### src/hdl/bel_pkg.sv
// Package of the buffer energy current limiter: widths, constants, item types.
// Used by every module of the block; depends on nothing.
package bel_pkg;

    // Lane count and field widths.
    localparam int MOTOR_LANES = 4;
    localparam int CUR_W       = 16;
    localparam int MAG_W       = 16;
    localparam int BUF_W       = 10;
    localparam int BUDGET_W    = 16;
    localparam int CFG_DATA_W  = 16;
    localparam int CFG_IDX_W   = 1;

    // Buffer energy thresholds and the fixed-point denominator (60 * 60).
    localparam int BUF_CLAMP = 60;
    localparam int BUF_KNEE  = 25;
    localparam int SCALE_DEN = BUF_CLAMP * BUF_CLAMP;
    localparam int BCL_W     = $clog2(BUF_CLAMP + 1);
    localparam int FACT_W    = $clog2(SCALE_DEN + 1);
    localparam int LIM_W     = BUDGET_W + FACT_W;

    // Pipeline layout: front stages, one stage per quotient bit, output register.
    localparam int QUOT_W       = MAG_W;
    localparam int FRONT_STAGES = 3;
    localparam int PIPE_STAGES  = FRONT_STAGES + QUOT_W + 1;

    localparam logic [BUDGET_W-1:0] BUDGET_RESET = 16'd32000;

    // Configuration register indexes.
    typedef enum logic [CFG_IDX_W-1:0] {
        CFG_LIMIT_ENABLE = 1'b0,
        CFG_TOTAL_BUDGET = 1'b1
    } cfg_idx_t;

    // Input item.
    typedef struct packed {
        logic signed [CUR_W-1:0] current_front_left;
        logic signed [CUR_W-1:0] current_front_right;
        logic signed [CUR_W-1:0] current_back_left;
        logic signed [CUR_W-1:0] current_back_right;
        logic [BUF_W-1:0]        buffer_energy;
    } cmd_t;

    // Result item.
    typedef struct packed {
        logic signed [CUR_W-1:0] limited_front_left;
        logic signed [CUR_W-1:0] limited_front_right;
        logic signed [CUR_W-1:0] limited_back_left;
        logic signed [CUR_W-1:0] limited_back_right;
        logic                    was_scaled;
    } res_t;

    // Per-item decisions that travel beside the lane dividers.
    typedef struct packed {
        logic limit_on;
        logic sum_zero;
        logic reached;
    } flags_t;

endpackage

### src/hdl/bel_div_lane.sv
// One lane divider: a pipelined restoring divider that yields one quotient bit
// per stage, carrying the lane's original current alongside. Uses bel_pkg.
module bel_div_lane #(
    parameter int NUM_W = bel_pkg::MAG_W + bel_pkg::LIM_W,
    parameter int DEN_W = bel_pkg::MAG_W + 2 + bel_pkg::FACT_W
) (
    input  logic                             clk,
    input  logic [bel_pkg::QUOT_W-1:0]       stage_en,
    input  logic signed [bel_pkg::CUR_W-1:0] cur_in,
    input  logic [NUM_W-1:0]                 num_in,
    input  logic [DEN_W-1:0]                 den_in,
    output logic signed [bel_pkg::CUR_W-1:0] cur_out,
    output logic [bel_pkg::QUOT_W-1:0]       quo_out
);
    import bel_pkg::*;

    localparam int REM_W = DEN_W + QUOT_W;

    logic [REM_W-1:0]        rem_reg [QUOT_W];
    logic [DEN_W-1:0]        den_reg [QUOT_W];
    logic [QUOT_W-1:0]       quo_reg [QUOT_W];
    logic signed [CUR_W-1:0] cur_reg [QUOT_W];

    for (genvar j = 0; j < QUOT_W; j++)
    begin : g_stage
        localparam int SHIFT = QUOT_W - 1 - j;

        logic [REM_W-1:0]        rem_prev, rem_next, trial;
        logic [DEN_W-1:0]        den_prev;
        logic [QUOT_W-1:0]       quo_prev, quo_next;
        logic signed [CUR_W-1:0] cur_prev;

        if (j == 0)
        begin : g_first
            assign rem_prev = REM_W'(num_in);
            assign den_prev = den_in;
            assign quo_prev = '0;
            assign cur_prev = cur_in;
        end
        else
        begin : g_later
            assign rem_prev = rem_reg[j-1];
            assign den_prev = den_reg[j-1];
            assign quo_prev = quo_reg[j-1];
            assign cur_prev = cur_reg[j-1];
        end

        // Subtract the shifted divisor when it fits and set this quotient bit.
        assign trial = REM_W'(den_prev) << SHIFT;
        always_comb
        begin
            if (rem_prev >= trial)
            begin
                rem_next = rem_prev - trial;
                quo_next = quo_prev | (QUOT_W'(1) << SHIFT);
            end
            else
            begin
                rem_next = rem_prev;
                quo_next = quo_prev;
            end
        end

        always_ff @(posedge clk)
        begin
            if (stage_en[j])
            begin
                rem_reg[j] <= rem_next;
                den_reg[j] <= den_prev;
                quo_reg[j] <= quo_next;
                cur_reg[j] <= cur_prev;
            end
        end
    end

    assign cur_out = cur_reg[QUOT_W-1];
    assign quo_out = quo_reg[QUOT_W-1];

endmodule

### config.mk
export PLATFORM = sky130hd
export DESIGN_NAME = bel_div_lane
export DESIGN_NICKNAME = d
export VERILOG_FILES = /design/src/hdl/bel_pkg.sv /design/src/hdl/bel_div_lane.sv
export SDC_FILE = /design/constraint.sdc
export NUM_CORES = 2
export LEC_CHECK = 0
export BUFFER_PORTS_ARGS = -buffer_cell sky130_fd_sc_hd__buf_4
export CAP_MARGIN = 20
export CORE_UTILIZATION = 35
export DETAILED_ROUTE_END_ITERATION = 8
export PLACE_DENSITY = 0.62
export REMOVE_ABC_BUFFERS = 1
export SLEW_MARGIN = 25
export SYNTH_ARGS = -nofsm -noshare
export SYNTH_HDL_FRONTEND = slang
export SYNTH_SLANG_ARGS = --single-unit
### constraint.sdc
create_clock -name clk -period 3.7 [get_ports clk]
set_clock_uncertainty 0.15 [all_clocks]
set_input_delay 0 -clock clk [delete_from_list [all_inputs] [get_ports clk]]
set_output_delay 0 -clock clk [all_outputs]
set_load 0.005 [all_outputs]
==> flow_summary.yaml <==
power:
  irDropWorstVdd_v: 0.000377
  switching_share: 0.340
  p_sw_w: 0.0243
  seq_power_share: 0.365
  combPwrFrac: 0.396
  cellPowerDensity_nw_per_um2: 730
  power_leakage_nw: 38.8
  p_clk_frac: 0.239
  p_int_w: 0.0473
synth:
  seq_area_frac_synth: 0.577
  async_flop_share: 0
  ys.flop_type: "edfxtp_1"
  synth_cell_types: 102
  ys_ff_latch: 1532
  synth-edff-count: 1532
  syn_inst: 6773
  avgSynthCellArea_um2: 11.8
  yosysWarnings: 0
  synth_area_um2: 79700
sta:
  layout_min_cycle_time_ns: 3.71
  fmax_mhz: 270
  setup_ws_ns: -0.00650
  worst_slew_pin_slew_ns: 0.790
  fin_crit_sh: 1.00
  rsz0062_at_grt: "yes"
  final-max-slew-violation-count: 0
  final-setup-viol-count: 1
  fin_tns_setup_ns: -0.00650
  hold_violations: 0
  whs_ns: 0.101
  slew_headroom: 0.467
setup_path:
  critPathLaunchType: "flop"
  cp.arrival_ns: 4.11
  startpoint: "rem_reg[1][147]"
  worst_r2r_path_depth: 11
  required_ns: 4.11
  r2r-end: "rem_reg[1][221]"
  rr_startpoint: "rem_reg[1][147]"
  crit_path_end_kind: "flop"
  crit_path_max_fanout: 4
  crit_type: "flop to flop"
  crit_path_end: "rem_reg[1][221]"
  rrSetupSlack_ns: -0.006
routing:
  vias: 53800
  drt-total-wl_um: 189000
  drt_first_pass_iters: 6
  drt_iter0_drc: 2873
  post_drt_via_cell_ratio: 4.93
  wire_per_inst_um: 17.3
  drc: 0
  drtAntennaViolNets: 0
clocking:
  path_clk_slew_ns: 0.06
  cts.sinks: 1532
  cts_root_buf: "clkbuf_16"
  htreeDepth: 4
  tritoncts.num_buffers: 172
  clock_latency_ns: 0.81
  clock_path_buffers: 3
  tritoncts: "yes"
grt:
  antenna_found_initial: 3
  grt_pass1_vias: 55600
  track_usage: 0.161
  grt_first_pass_wirelength_um: 294000
  overflow: 0
  grt_max_degree: 97
final_layout:
  ff_latch_area_um2: 46000
  largest_register_ff_count: 690
  fillers: 20600
  drive_above_1_share: 0.174
  nNetsFinal: 8392
  final_util: 0.435
  syn2layout_area_growth_pct: 23.0
  multi_input_area_um2: 31700
place:
  gp_congestion: 0.981
  hpwl_um: 146000
  io_buffers: 138
floorplan:
  die-area_um2: 230000
  die_h_um: 479
  start_util: 0.353
  ios: 139
  design.core.area_um2: 226000
  rows: 174
  die_x_um: 479
outcome:
  violations: "setup timing"
  status: "complete, but fails checks"
flow_run:
  cap_violations: 0
worst_hold_path:
  hold_class: "input pin to flop"
-- cell usage in the layout (no fill, tap or decap), types with 38 or more instances in the layout --
cell / instances
a211oi_1: 38
a21o_1: 247
a21oi_1: 541
a31oi_1: 38
and3_1: 53
buf_4: 781
clkbuf_16: 177
dlygate4sd3_1: 200
edfxtp_1: 1532
ha_1: 465
inv_1: 595
mux2_2: 80
nand2_1: 475
nand2b_1: 78
nand3_1: 101
nand4_1: 84
nor2_1: 409
nor2b_1: 74
nor3_1: 86
nor4_1: 54
o21a_1: 67
o21ai_0: 414
o21bai_1: 64
xnor2_1: 253
xor2_1: 239
-- logic make-up after synthesis --
family	share of synthesized area
adder cells (fa/ha/maj)	0.0789
XOR/XNOR	0.0543
AND/OR/NAND/NOR	0.102
buffers and inverters	0.0386
flip-flops	0.577
AO/OA/AOI/OAI	0.136
multiplexers	0.0138
-- what timing repair did --
item / in CTS / in global routing
gates cloned: 1 / 4
endpoints found under the hold margin: 1625 / 0
setup endpoints to repair: 173 / 309
pin swaps: 13 / 86
hold buffers: 200 / 0
resized for setup: 49 / 177
buffers inserted: 5 / 35
-- how the worst min path moves through the flow --
| stage | cells past startpoint | startpoint | end |
|---|---|---|---|
| after floorplan | 0 | cur_in[0] | cur_reg[0][0] |
| after global placement | 1 | cur_in[14] | cur_reg[0][14] |
| after detailed placement | 1 | cur_in[4] | cur_reg[0][4] |
| after CTS | 4 | den_in[29] | rem_reg[0][44] |
| after global routing | 4 | den_in[29] | rem_reg[0][44] |
| final | 2 | stage_en[5] | cur_reg[0][87] |
-- routing by layer --
| layer | vias to the layer above | GRT usage | routed length, um |
|---|---|---|---|
| met5 | - | 0 | 0 |
| met3 | 488 | 0.0217 | 5140 |
| met1 | 25200 | 0.164 | 71100 |
| met4 | 0 | 0.0914 | 11200 |
| met2 | 1040 | 0.311 | 101000 |
| li1 | 27100 | - | - |
-- worst max-delay path, cell delays in order (launching register included) --
cell,delay (ns)
edfxtp_1,0.41
ha_1,0.38
nor2_1,0.09
a211oi_1,0.29
o31ai_2,0.15
and4b_4,0.23
a21oi_4,0.21
a31o_4,0.21
a31oi_4,0.10
o41a_1,0.48
or4_4,0.60
xnor2_2,0.14
-- cells in the mapped netlist (10+ instances only) --
cell,instances,area [um^2]
nor4b_1,14,123
nor4_1,72,450
a211oi_1,49,368
nand3b_1,10,75.1
o31ai_1,34,255
buf_4,24,180
a31oi_1,47,294
fa_1,15,300
o221ai_1,11,96.3
mux2_2,80,901
and3_1,54,338
o2111ai_1,13,114
or4_1,22,165
nand3_1,104,521
and2_1,23,144
nand2b_1,80,500
o21a_1,69,518
o21bai_1,65,488
a31o_2,12,105
or2_2,22,138
nor2b_1,79,494
nand2_1,476,1790
o21ai_0,433,2170
xor2_1,239,2090
clkbuf_1,107,402
nor3_1,93,465
inv_1,597,2240
a21o_1,247,1850
a21oi_1,558,2790
o211ai_1,22,165
a211o_1,10,87.6
o31a_1,23,201
nor2_1,413,1550
ha_1,479,5990
a21boi_0,15,113
buf_2,35,175
edfxtp_1,1532,46000
nand4_1,84,526
a221oi_1,11,96.3
and4_1,17,149
nand4b_1,16,140
or3_1,36,225
xnor2_1,255,2230
-- metrics by stage --
stage                     std cells  setup slack (ns)  total power, W  instance area, um^2
after floorplan                6596             -1.75          0.0437                78900
after global placement        10400            -0.357          0.0533                88900
after detailed placement      10400            -0.429          0.0536                88900
after CTS                     10900           0.00738          0.0714                96900
after global routing          10900           -0.0605          0.0761                98100
final                         10900          -0.00650          0.0716                98100
-- power groups by stage --
| stage | combinational, W | sequential, W | clock (W) |
|---|---|---|---|
| 3_3_place_gp | 0.0268 | 0.0265 | 0 |
| 4_1_cts | 0.0276 | 0.0262 | 0.0176 |
| 5_1_grt | 0.0313 | 0.0266 | 0.0183 |
| 6_report | 0.0284 | 0.0262 | 0.0171 |
| 2_1_floorplan | 0.0181 | 0.0256 | 0 |
| 3_5_place_dp | 0.0271 | 0.0265 | 0 |
-- area by class of cell --
| cell class | instances | area share |
|---|---|---|
| inverters | 599 | 0.0229 |
| repair buffers | 1020 | 0.0879 |
| well taps | 2992 | 0.0382 |
| flip-flops and latches | 1532 | 0.469 |
| multi-input cells | 4466 | 0.323 |
| diodes | 2 | 0.0000510 |
| clock buffers | 208 | 0.0457 |
| clock inverters | 107 | 0.0127 |
Power figures use the tool's default switching activity.
